==> config.mk <==
export PLATFORM = sky130hd
export DESIGN_NAME = leak_sensor_frame_decoder
export DESIGN_NICKNAME = d
export VERILOG_FILES = /design/src/rtl/core/lsfd_pkg.sv /design/src/rtl/core/lsfd_capture.sv /design/src/rtl/core/leak_sensor_frame_decoder.sv
export SDC_FILE = /design/constraint.sdc
export NUM_CORES = 1
export LEC_CHECK = 0
export ABC_CLOCK_PERIOD_IN_PS = 4890
export BUFFER_PORTS_ARGS = -buffer_cell sky130_fd_sc_hd__clkbuf_2
export CAP_MARGIN = 20
export CORE_MARGIN = 4
export CORE_UTILIZATION = 60
export DETAILED_ROUTE_END_ITERATION = 10
export HOLD_SLACK_MARGIN = 0.02
export PLACE_DENSITY = 0.89
export SLEW_MARGIN = 15
export SYNTH_ARGS = -nofsm -noshare
export SYNTH_HDL_FRONTEND = slang
export SYNTH_SLANG_ARGS = --single-unit
==> constraint.sdc <==
create_clock -name aclk -period 4.89 [get_ports aclk]
set_input_delay 0.7335 -clock aclk [delete_from_list [all_inputs] [get_ports aclk]]
set_output_delay 0.7335 -clock aclk [all_outputs]
set_load 0.03 [all_outputs]
==> src/rtl/core/lsfd_pkg.sv <==
// ----------------------------------------------------------------------------
// lsfd_pkg
// Types, constants and the byte-wide CRC-16 step shared by the leak sensor
// frame decoder.
// ----------------------------------------------------------------------------
package lsfd_pkg;

    localparam int unsigned FRAME_BYTES_DEF = 18;
    localparam int unsigned IDX_W           = 5;
    localparam int unsigned BYTE_W          = 8;
    localparam int unsigned CRC_W           = 16;
    localparam int unsigned ID_W            = 32;
    localparam int unsigned STATUS_W        = 2;
    localparam int unsigned RES_BITS        = STATUS_W + ID_W + 2;
    localparam int unsigned RES_TDATA_W     = ((RES_BITS + 7) / 8) * 8;

    localparam logic [CRC_W-1:0]  CRC_POLY      = 16'h1021;
    localparam logic [CRC_W-1:0]  CRC_INIT      = 16'h0000;
    localparam logic [BYTE_W-1:0] ALARM_BIT     = 8'h80;
    localparam logic [BYTE_W-1:0] INV_ALARM_BIT = 8'h40;
    localparam logic [BYTE_W-1:0] BATTERY_BITS  = 8'h30;

    // frame byte positions
    localparam logic [IDX_W-1:0] POS_CHECK_LAST = 5'd1;
    localparam logic [IDX_W-1:0] POS_ID_FIRST   = 5'd2;
    localparam logic [IDX_W-1:0] POS_ID_LAST    = 5'd5;
    localparam logic [IDX_W-1:0] POS_CRC_LAST   = 5'd6;
    localparam logic [IDX_W-1:0] POS_FLAGS      = 5'd7;

    typedef enum logic [STATUS_W-1:0] {
        STATUS_OK        = 2'd0,
        STATUS_SHORT     = 2'd1,
        STATUS_CRC_ERR   = 2'd2,
        STATUS_ALARM_ERR = 2'd3
    } status_t;

    typedef struct packed {
        logic              battery_low;
        logic              leak;
        logic [ID_W-1:0]   sensor_id;
        status_t           status;
    } result_t;

    // MSB-first CRC-16 over one byte
    function automatic logic [CRC_W-1:0] crc_byte(input logic [CRC_W-1:0] crc_in,
                                                  input logic [BYTE_W-1:0] data);
        logic [CRC_W-1:0] crc;
        crc = crc_in ^ {data, 8'h00};
        for (int k = 0; k < 8; k++) begin
            if (crc[CRC_W-1]) begin
                crc = {crc[CRC_W-2:0], 1'b0} ^ CRC_POLY;
            end else begin
                crc = {crc[CRC_W-2:0], 1'b0};
            end
        end
        return crc;
    endfunction

endpackage

==> src/rtl/core/lsfd_capture.sv <==
// ----------------------------------------------------------------------------
// lsfd_capture
// Per-frame capture state: byte counter, CRC, check word, id and flags.
// Produces the frame verdict for the byte being stepped in.
// ----------------------------------------------------------------------------
module lsfd_capture #(
    parameter int unsigned FRAME_BYTES = lsfd_pkg::FRAME_BYTES_DEF
) (
    input  logic                          aclk,
    input  logic                          aresetn,
    input  logic                          step,
    input  logic [lsfd_pkg::BYTE_W-1:0]   data_byte,
    input  logic                          frame_start,
    input  logic                          frame_end,
    output lsfd_pkg::result_t             result
);

    localparam logic [lsfd_pkg::IDX_W-1:0] LAST_IDX = lsfd_pkg::IDX_W'(FRAME_BYTES);

    logic [lsfd_pkg::IDX_W-1:0]  idx_reg,   idx_next;
    logic [lsfd_pkg::CRC_W-1:0]  crc_reg,   crc_next;
    logic [lsfd_pkg::CRC_W-1:0]  check_reg, check_next;
    logic [lsfd_pkg::ID_W-1:0]   id_reg,    id_next;
    logic [lsfd_pkg::BYTE_W-1:0] flags_reg, flags_next;

    logic [lsfd_pkg::IDX_W-1:0]  pos;
    logic [lsfd_pkg::CRC_W-1:0]  crc_cur, check_cur, crc_upd, check_upd;
    logic [lsfd_pkg::ID_W-1:0]   id_cur, id_upd;
    logic [lsfd_pkg::BYTE_W-1:0] flags_cur, flags_upd;
    logic [lsfd_pkg::IDX_W-1:0]  idx_upd;
    logic                        alarm, alarm_inv;

    always_comb begin
        // a start byte sees cleared capture state
        pos       = frame_start ? '0 : idx_reg;
        crc_cur   = frame_start ? lsfd_pkg::CRC_INIT : crc_reg;
        check_cur = frame_start ? '0 : check_reg;
        id_cur    = frame_start ? '0 : id_reg;
        flags_cur = frame_start ? '0 : flags_reg;

        idx_upd   = pos;
        crc_upd   = crc_cur;
        check_upd = check_cur;
        id_upd    = id_cur;
        flags_upd = flags_cur;

        if (pos < LAST_IDX) begin
            if (pos <= lsfd_pkg::POS_CHECK_LAST) begin
                check_upd = {check_cur[lsfd_pkg::CRC_W-lsfd_pkg::BYTE_W-1:0], data_byte};
            end
            if (pos >= lsfd_pkg::POS_ID_FIRST && pos <= lsfd_pkg::POS_CRC_LAST) begin
                crc_upd = lsfd_pkg::crc_byte(crc_cur, data_byte);
            end
            if (pos >= lsfd_pkg::POS_ID_FIRST && pos <= lsfd_pkg::POS_ID_LAST) begin
                id_upd = {id_cur[lsfd_pkg::ID_W-lsfd_pkg::BYTE_W-1:0], data_byte};
            end
            if (pos == lsfd_pkg::POS_FLAGS) begin
                flags_upd = data_byte;
            end
            idx_upd = pos + 1'b1;
        end

        alarm     = |(flags_upd & lsfd_pkg::ALARM_BIT);
        alarm_inv = |(flags_upd & lsfd_pkg::INV_ALARM_BIT);

        result = '0;
        if (idx_upd < LAST_IDX) begin
            result.status = lsfd_pkg::STATUS_SHORT;
        end else if (crc_upd != check_upd) begin
            result.status = lsfd_pkg::STATUS_CRC_ERR;
        end else if (alarm == alarm_inv) begin
            result.status = lsfd_pkg::STATUS_ALARM_ERR;
        end else begin
            result.status      = lsfd_pkg::STATUS_OK;
            result.sensor_id   = id_upd;
            result.leak        = alarm;
            result.battery_low = ~|(flags_upd & lsfd_pkg::BATTERY_BITS);
        end

        // clear after the last byte so the next byte opens a new frame
        if (frame_end) begin
            idx_next   = '0;
            crc_next   = lsfd_pkg::CRC_INIT;
            check_next = '0;
            id_next    = '0;
            flags_next = '0;
        end else begin
            idx_next   = idx_upd;
            crc_next   = crc_upd;
            check_next = check_upd;
            id_next    = id_upd;
            flags_next = flags_upd;
        end
    end

    always_ff @(posedge aclk) begin
        if (!aresetn) begin
            idx_reg   <= '0;
            crc_reg   <= lsfd_pkg::CRC_INIT;
            check_reg <= '0;
            id_reg    <= '0;
            flags_reg <= '0;
        end else if (step) begin
            idx_reg   <= idx_next;
            crc_reg   <= crc_next;
            check_reg <= check_next;
            id_reg    <= id_next;
            flags_reg <= flags_next;
        end
    end

endmodule

==> src/rtl/core/leak_sensor_frame_decoder.sv <==
// ----------------------------------------------------------------------------
// leak_sensor_frame_decoder
// Decodes CRC-16 checked leak sensor radio frames into status, id and flags.
// ----------------------------------------------------------------------------
// Feed the frame bytes that follow the sync word, one per word, with tuser
// marking the first byte and tlast the last. One result word leaves for each
// tlast byte, carrying the status (ok, too short, CRC mismatch, alarm bits
// agree) and, when ok, the sensor id, leak and battery-low flags. The block
// takes one byte every clock cycle unless a frame-end byte must wait for the
// result register to free up; a byte passes an input register and a result
// register, and m_tvalid rises as the last byte leaves the input register.
// The byte-wide CRC update and the frame checks sit between those two
// registers. While a result waits on m_tready, non-end bytes keep flowing.
module leak_sensor_frame_decoder #(
    parameter int unsigned FRAME_BYTES = lsfd_pkg::FRAME_BYTES_DEF
) (
    input  logic                                aclk,
    input  logic                                aresetn,
    input  logic                                s_tvalid,
    output logic                                s_tready,
    input  logic [lsfd_pkg::BYTE_W-1:0]         s_tdata,   // [7:0] data_byte
    input  logic                                s_tuser,   // [0] frame_start
    input  logic                                s_tlast,   // frame_end
    output logic                                m_tvalid,
    input  logic                                m_tready,
    // [1:0] status, [33:2] sensor_id, [34] leak, [35] battery_low, [39:36] zero
    output logic [lsfd_pkg::RES_TDATA_W-1:0]    m_tdata
);

    logic                        in_valid_reg, in_valid_next;
    logic [lsfd_pkg::BYTE_W-1:0] in_byte_reg;
    logic                        in_start_reg;
    logic                        in_end_reg;
    logic                        out_valid_reg, out_valid_next;
    lsfd_pkg::result_t           out_res_reg;
    lsfd_pkg::result_t           frame_res;
    logic                        out_free;
    logic                        advance;

    lsfd_capture #(
        .FRAME_BYTES (FRAME_BYTES)
    ) u_capture (
        .aclk        (aclk),
        .aresetn     (aresetn),
        .step        (advance),
        .data_byte   (in_byte_reg),
        .frame_start (in_start_reg),
        .frame_end   (in_end_reg),
        .result      (frame_res)
    );

    // only a frame end needs room in the result register
    assign out_free = !out_valid_reg || m_tready;
    assign advance  = in_valid_reg && (!in_end_reg || out_free);
    assign s_tready = !in_valid_reg || advance;

    always_comb begin
        in_valid_next = s_tready ? s_tvalid : in_valid_reg;
        if (advance && in_end_reg) begin
            out_valid_next = 1'b1;
        end else if (m_tready) begin
            out_valid_next = 1'b0;
        end else begin
            out_valid_next = out_valid_reg;
        end
    end

    always_ff @(posedge aclk) begin
        if (!aresetn) begin
            in_valid_reg  <= 1'b0;
            out_valid_reg <= 1'b0;
        end else begin
            in_valid_reg  <= in_valid_next;
            out_valid_reg <= out_valid_next;
        end
    end

    always_ff @(posedge aclk) begin
        if (s_tvalid && s_tready) begin
            in_byte_reg  <= s_tdata;
            in_start_reg <= s_tuser;
            in_end_reg   <= s_tlast;
        end
        if (advance && in_end_reg) begin
            out_res_reg <= frame_res;
        end
    end

    assign m_tvalid = out_valid_reg;
    assign m_tdata  = {{(lsfd_pkg::RES_TDATA_W - lsfd_pkg::RES_BITS){1'b0}}, out_res_reg};

endmodule

* After elaboration in Yosys (flattened, before gate mapping) *
Cells that the tools add are included.

storage, ports and cells
  output and inout port bits = 42
  register bits = 125

operators by class
  eq/ne operators = 3
  multiplexer cells = 45
  $add $sub $neg = 1
  reduce and logical (&&, ||, !) cells = 15
  bitwise gates (word level) = 9
  $lt $le $gt $ge = 6

operators by type and width
  cell                                                                count
  2-to-1 mux 16 bit                                                   22
  2-to-1 mux 32 bit                                                   4
  2-to-1 mux 13 bit                                                   8
  2-to-1 mux 8 bit                                                    4
  inverter 3 bit                                                      8
  != test 16 bit                                                      1
  bitwise XOR 16 bit                                                  1
  2-to-1 mux 5 bit                                                    3
  <= comparator 5 x 3 -> 1 bit (second input constant)                2
  < comparator 5 bit (second input constant)                          2
  adder 5 x 1 -> 5 bit (second input constant)                        1
  equality test 5 x 3 -> 1 bit (second input constant)                1
  greater-or-equal comparator 5 x 2 -> 1 bit (second input constant)  1
  <= comparator 5 x 1 -> 1 bit (second input constant)                1
  logical AND 1 bit                                                   5
  logical NOT 1 bit                                                   4
  2-to-1 mux 2 bit                                                    2
  logical OR 1 bit                                                    3
  OR reduction 3 bit                                                  1
  2-to-1 mux 1 bit                                                    2
  nonzero test 2 bit                                                  1
  OR reduction 2 bit                                                  1
  equality test 1 bit                                                 1

* Depth between registers and ports, before layout *
  depth in word-level cells = 36
  depth in mapped cells = 16

* Modules after synthesis *
Synthesis repeated with hierarchy kept, for this count alone.

second synthesis, totals
  cell total of the unflattened synthesis = 668
  area total of the unflattened synthesis = 6423.7 um^2

by module, submodules not included
  module                     cells an instance  area each (um^2)  instances  sequential area each (um^2)
  lsfd_capture               605                4890.9            1          1461.4
  leak_sensor_frame_decoder  63                 1532.7            1          1421.4

* Worst setup path before layout *
Ideal clock, no wire load.

  path kind = register to register
  from = register in_start_reg
  to = register out_res_reg (netlist bit m_tdata[1]), data pin
  clock period less this slack = 3.528 ns
  path buffers = 2
  setup slack = 1.362 ns
  arrival = 3.269 ns
  stages on the path, launching flop included = 14
  data required time = 4.631 ns
  cells stage by stage = edfxtp_1 inv_1 clkbuf_1 nand2_1 ha_1 nand3b_2 and3_4 and4_4 a311oi_4 xnor2_1 a211o_1 or4_1 buf_4 o31a_1

on the way
  word-level cells in the longest chain between the ends = 30

RTL lines
  element                   RTL line                         RTL
  start, declared           leak_sensor_frame_decoder.sv:32  logic in_start_reg;
  start signal, assigned    leak_sensor_frame_decoder.sv:81  in_start_reg <= s_tuser;
  2-to-1 mux 16 bit         lsfd_capture.sv:36               crc_cur = frame_start ? lsfd_pkg::CRC_INIT : crc_reg;
  bitwise XOR 16 bit        lsfd_pkg.sv:48                   crc = crc_in ^ {data, 8'h00};
  inverter 3 bit (no line)  --
  2-to-1 mux 13 bit         lsfd_pkg.sv:50                   if (crc[CRC_W-1]) begin
  2-to-1 mux 16 bit         lsfd_capture.sv:51               if (pos >= lsfd_pkg::POS_ID_FIRST && pos <= lsfd_pkg::POS_CRC_LAST) begin
  2-to-1 mux 16 bit         lsfd_capture.sv:47               if (pos < LAST_IDX) begin
  2-to-1 mux 13 bit         lsfd_pkg.sv:50
  2-to-1 mux 16 bit         lsfd_capture.sv:51
  [... 14 more ...]         --
  2-to-1 mux 16 bit         lsfd_capture.sv:51
  2-to-1 mux 16 bit         lsfd_capture.sv:47
  inverter 3 bit (no line)  --
  2-to-1 mux 13 bit         lsfd_pkg.sv:50
  2-to-1 mux 16 bit         lsfd_capture.sv:51
  2-to-1 mux 16 bit         lsfd_capture.sv:47
  != test 16 bit            lsfd_capture.sv:69               end else if (crc_upd != check_upd) begin
  2-to-1 mux 2 bit          lsfd_capture.sv:69
  end signal, assigned      leak_sensor_frame_decoder.sv:85  out_res_reg <= frame_res;
  end, declared             leak_sensor_frame_decoder.sv:35  lsfd_pkg::result_t out_res_reg;

Parallel ways exist; a longest one is shown, timed or not. The select of a mux whose other input is x is not followed.
A chain may end at the register's enable or synchronous reset.

* Worst setup path in the final report *
  from = register in_start_reg
  to = register out_res_reg (netlist bit m_tdata[4]), data pin

on the way
  word-level cells in the longest chain between the ends = 30

RTL lines
  element                       RTL line
  2-to-1 mux 16 bit             lsfd_capture.sv:36
  bitwise XOR 16 bit            lsfd_pkg.sv:48
  inverter 3 bit (no line)      --
  2-to-1 mux 13 bit             lsfd_pkg.sv:50
  2-to-1 mux 16 bit             lsfd_capture.sv:51
  2-to-1 mux 16 bit             lsfd_capture.sv:47
  2-to-1 mux 13 bit             lsfd_pkg.sv:50
  2-to-1 mux 16 bit             lsfd_capture.sv:51
  [... 14 more ...]             --
  2-to-1 mux 16 bit             lsfd_capture.sv:51
  2-to-1 mux 16 bit             lsfd_capture.sv:47
  inverter 3 bit (no line)      --
  2-to-1 mux 13 bit             lsfd_pkg.sv:50
  2-to-1 mux 16 bit             lsfd_capture.sv:51
  2-to-1 mux 16 bit             lsfd_capture.sv:47
  != test 16 bit                lsfd_capture.sv:69
  OR reduction 3 bit (no line)  --

Parallel ways exist; a longest one is shown, timed or not. The select of a mux whose other input is x is not followed.

==> parameters.txt <==
Parameter                              Value

Setup path
  Cell-by-cell trace of the critical path ... inv_1 -> nand2_1 -> ha_1 -> nand3b_2 -> and3_4 -> a211oi_1 -> xor2_1 -> nand4b_1 -> nor4b_2 -> nand3_2 -> buf_4 -> nor3_1
  Register-to-register setup slack ... roughly 760 ps
  Arrival time reported for the critical path endpoint ... 4470 ps
  CP max FO ... 34
  Family of cells with the greatest summed delay on the critical path ... simple AND/OR/NAND/NOR gates
  Number of gates on the worst path with buffers counted ... 12
  Reg-to-reg startpoint ... in_start_reg$_DFFE_PP_
  Worst setup EP type ... flip-flop
  Capture point of the critical path ... m_tdata[4]$_SDFFCE_PP0P_
  Required time of the critical path ... between 5000 and 6000 ps
  Critical path launch point ... in_start_reg$_DFFE_PP_
  Library cell contributing the largest single delay on the critical path ... sky130_fd_sc_hd__a211oi_1
  Number of buffer and inverter instances along the worst setup path ... 2
  Slowest Stage Delay on Critical Path ... 610 ps
  Depth of the worst register-to-register path ... 12
  Critical path start-end classification ... reg2reg
  Startpoint types ... flip-flop
  R2R Path End ... m_tdata[4]$_SDFFCE_PP0P_

STA
  Fraction of the cycle the final worst path needs ... between 80 and 90%
  Setup repair after global routing missed its margin ... no
  Min Hold Slack ... just under 400 ps
  Worst clock skew ... roughly 11 ps
  Least-Margin Pin Slew ... about 950 ps
  Final setup viols ... 0
  Minimum clock period ... 4130 ps
  Total count of max-transition violations in the final report ... 0
  Max Clock Freq ... roughly 0.24 GHz
  Endpoints failing hold ... 0
  Max-slew headroom ... 36.4%
  Total negative setup slack ... 0 ps

Cells and area
  Antenna fix cells ... 0
  Relative area change from synthesis to final layout ... 12.7%
  Flip-flop count of the largest register, all copies and words added ... 36
  Register area ... 2880 µm²
  Post-layout utilization of the core ... 70.0%
  Count of filler cells inserted in the layout ... between 700 and 800
  Fraction of layout instances using a drive strength above 1 ... roughly a fifth
  Final cell count without fillers ... 810
  Area of combinational cells with multiple inputs ... 3270 µm²
  Fin nets ... about 680

Placement
  IO buf count ... 51
  Cell Count Post-Placement ... slightly below 800
  Placer's final routability congestion estimate ... between 0.9 and 1
  Detail Placement HPWL ... about 10000 µm

Clock network
  Number of clock sinks seen by CTS ... 121
  Buffers from clock root to sink, at most ... 2
  Root buffer cell ... sky130_fd_sc_hd__clkbuf_8
  Later-pin clock latency in the skew report ... between 500 and 600 ps
  TritonCTS clock tree ... yes
  TritonCTS Buffers ... 17
  Number of buffers inserted for hold repair after clock tree synthesis ... 0
  Total number of H-tree levels ... 4
  Number of post-CTS setup repair buffers ... 0
  Clock-pin transition on the worst setup and hold timing paths ... roughly 50 ps
  Number of instances resized during post-cts repair ... 0

Power and ir drop
  Cell leakage power ... between 0.002 and 0.0025 µW
  Register share of total power ... roughly 44%
  NetSw ... between 500 and 600 µW
  Fraction of power spent switching nets ... between 20% and 30%
  Cell Pwr Density ... 335 nW/µm²
  Combinational cell fraction of total power ... 6.7%
  Overall power of the completed layout ... 2430 µW
  Largest voltage drop on the vdd net ... slightly below 0.3 mV
  Clock Power Share ... about half
  Int Power ... approximately 1900 µW

Detailed routing
  DR WL/cell ... just under 20 µm
  Post-detailed-route via-to-cell ratio ... 6.31
  Final antenna-violating net count ... 0
  Number of design rule violations left after detail routing ... 0
  Routed via count ... between 5000 and 6000
  Number of iterations in the first detailed-routing pass ... 6
  Starting DRT DRC Count ... ~510
  Overall routed net length ... between 15000 and 20000 µm

Floorplanning
  Starting utilization of the core area ... approximately 62%
  Die X ... around 110 µm
  Die area ... roughly 12000 µm²
  Area of the core region ... 10400 µm²
  Vertical extent of the die ... between 100 and 150 µm
  Row Count ... 37
  Top Ports ... 56

Yosys
  Post-synthesis sequential area ratio ... about 45%
  Number of flops mapped to enable cells by yosys ... 46
  Synthesized instance count ... about 630
  Synthesized area per cell ... just over 10 µm²
  Share of flip-flops with an asynchronous set or reset ... 0%
  Most common flop cell mapped by yosys ... sky130_fd_sc_hd__dfxtp_1
  Flip-flop and latch count after synthesis ... about 120
  Synthesized area ... approximately 6400 µm²
  Count of yosys warnings during synthesis ... 0
  Synth unique cells ... 65

Status
  Status ... finished clean

Global route
  Grt total ovfl ... 0
  Antenna violations before repair ... 0
  Via count of the first global-routing pass ... slightly below 5000
  Global routing usage summed across all routing layers ... between 20% and 30%
  Maximum number of pins on one net before global-route repair ... 76
  Wire length of the first global-routing pass ... 25300 µm

Min path
  Class of the tightest hold or removal check ... in2reg

Run
  Maxcap violations ... 0
## cell type report
type	count	share of cell area, %
multi-input combinational	451	45.1
sequential	121	39.7
clock buffer	30	7.07
clock inverter	2	0.827
tap	136	2.34
inverter	10	0.517
timing repair buffer	60	4.45
## power groups by stage
stage	Clock [µW]	Sequential (µW)	Combinational, µW
CTS	1210	1070	160
global route	1270	1070	174
detailed placement	0	1090	159
floorplan	0	1090	130
global placement	0	1090	156
finish	1200	1070	162
## per-stage QoR
step | setup slack, ps | instance area, µm²
6_report | 757 | 7260
5_1_grt | 657 | 7260
4_1_cts | 934 | 7260
3_5_place_dp | 968 | 6680
3_3_place_gp | 1060 | 6680
2_1_floorplan | 1360 | 6450
## worst register-to-register path, cell delays in order, from the launching register on
cell,delay (ps)
sky130_fd_sc_hd__edfxtp_1,380
sky130_fd_sc_hd__inv_1,350
sky130_fd_sc_hd__nand2_1,170
sky130_fd_sc_hd__ha_1,230
sky130_fd_sc_hd__nand3b_2,300
sky130_fd_sc_hd__and3_4,280
sky130_fd_sc_hd__a211oi_1,610
sky130_fd_sc_hd__xor2_1,220
sky130_fd_sc_hd__nand4b_1,140
sky130_fd_sc_hd__nor4b_2,550
sky130_fd_sc_hd__nand3_2,120
sky130_fd_sc_hd__buf_4,320
sky130_fd_sc_hd__nor3_1,270
## cells by family (layout without fill, tap and decap cells)
family	after synthesis	after routing	share of synthesized area, %
AO/OA/AOI/OAI	149	149	16.0
XOR/XNOR	46	46	6.82
adder cells (fa/ha/maj)	3	3	0.583
buffers and inverters	65	102	4.97
flip-flops	121	121	44.8
multiplexers	36	36	5.65
other	1	4	0.0582
AND/OR/NAND/NOR	213	213	21.1
## cell usage after synthesis, types with 3 or more instances
library cell,instances,share of area [%]
sky130_fd_sc_hd__buf_1,3,0.17
sky130_fd_sc_hd__ha_1,3,0.58
sky130_fd_sc_hd__buf_2,10,0.78
sky130_fd_sc_hd__a21oi_1,26,2.0
sky130_fd_sc_hd__a22oi_1,61,7.1
sky130_fd_sc_hd__o21ai_0,20,1.6
sky130_fd_sc_hd__o22ai_1,3,0.29
sky130_fd_sc_hd__nor3b_1,10,1.2
sky130_fd_sc_hd__nand2_1,30,1.7
sky130_fd_sc_hd__xor2_1,12,1.6
sky130_fd_sc_hd__nand3_1,15,1.2
sky130_fd_sc_hd__mux2_2,3,0.52
sky130_fd_sc_hd__or3_1,3,0.29
sky130_fd_sc_hd__buf_6,5,0.87
sky130_fd_sc_hd__xnor2_1,31,4.2
sky130_fd_sc_hd__dfxtp_1,75,23
sky130_fd_sc_hd__buf_4,7,0.82
sky130_fd_sc_hd__nor2b_1,65,6.3
sky130_fd_sc_hd__edfxtp_1,46,21
sky130_fd_sc_hd__and2_1,13,1.3
sky130_fd_sc_hd__a311oi_1,3,0.41
sky130_fd_sc_hd__a31oi_1,9,0.87
sky130_fd_sc_hd__nor3_2,30,4.7
sky130_fd_sc_hd__mux2i_1,33,5.1
sky130_fd_sc_hd__clkbuf_1,30,1.7
sky130_fd_sc_hd__nor2_1,16,0.93
sky130_fd_sc_hd__and3_1,3,0.29
sky130_fd_sc_hd__a211oi_1,3,0.35
sky130_fd_sc_hd__nor3_1,13,1.0
sky130_fd_sc_hd__inv_1,10,0.58
## cell usage in the layout, fill, tap and decap left out, types with 12 or more instances in the layout
cell type	instances
sky130_fd_sc_hd__mux2i_1	33
sky130_fd_sc_hd__nand2_1	30
sky130_fd_sc_hd__nand3_1	14
sky130_fd_sc_hd__clkbuf_16	16
sky130_fd_sc_hd__a21oi_1	25
sky130_fd_sc_hd__nor2_1	15
sky130_fd_sc_hd__edfxtp_1	46
sky130_fd_sc_hd__o21ai_0	20
sky130_fd_sc_hd__xnor2_1	31
sky130_fd_sc_hd__and2_1	13
sky130_fd_sc_hd__nor2b_1	65
sky130_fd_sc_hd__xor2_1	12
sky130_fd_sc_hd__nor3_2	30
sky130_fd_sc_hd__a22oi_1	61
sky130_fd_sc_hd__clkbuf_2	51
sky130_fd_sc_hd__nor3_1	13
sky130_fd_sc_hd__dfxtp_1	75
## routing by layer
layer / global-route usage [%] / wire (µm) / up-vias
met2: 40.2 / 7290 / 250
li1: - / - / 2348
met4: 10.4 / 349 / 0
met1: 33.2 / 6610 / 2480
met5: 0 / 0 / -
met3: 7.61 / 1430 / 31
## how the worst min path moves through the flow
| stage | slack (ps) | depth (start not counted) | from | endpoint |
|---|---|---|---|---|
| final | 390 | 1 | s_tdata[6] | in_byte_reg[6]$_DFFE_PP_ |
| after global routing | 370 | 1 | s_tdata[7] | in_byte_reg[7]$_DFFE_PP_ |
| after CTS | 370 | 1 | s_tdata[6] | in_byte_reg[6]$_DFFE_PP_ |
| after detailed placement | 500 | 2 | u_capture.id_reg[27]$_SDFFE_PN0P_ | u_capture.id_reg[27]$_SDFFE_PN0P_ |
| after global placement | 500 | 2 | u_capture.id_reg[27]$_SDFFE_PN0P_ | u_capture.id_reg[27]$_SDFFE_PN0P_ |
| after floorplan | 490 | 2 | u_capture.id_reg[24]$_SDFFE_PN0P_ | u_capture.id_reg[24]$_SDFFE_PN0P_ |
(Power assumes the default switching activity.)
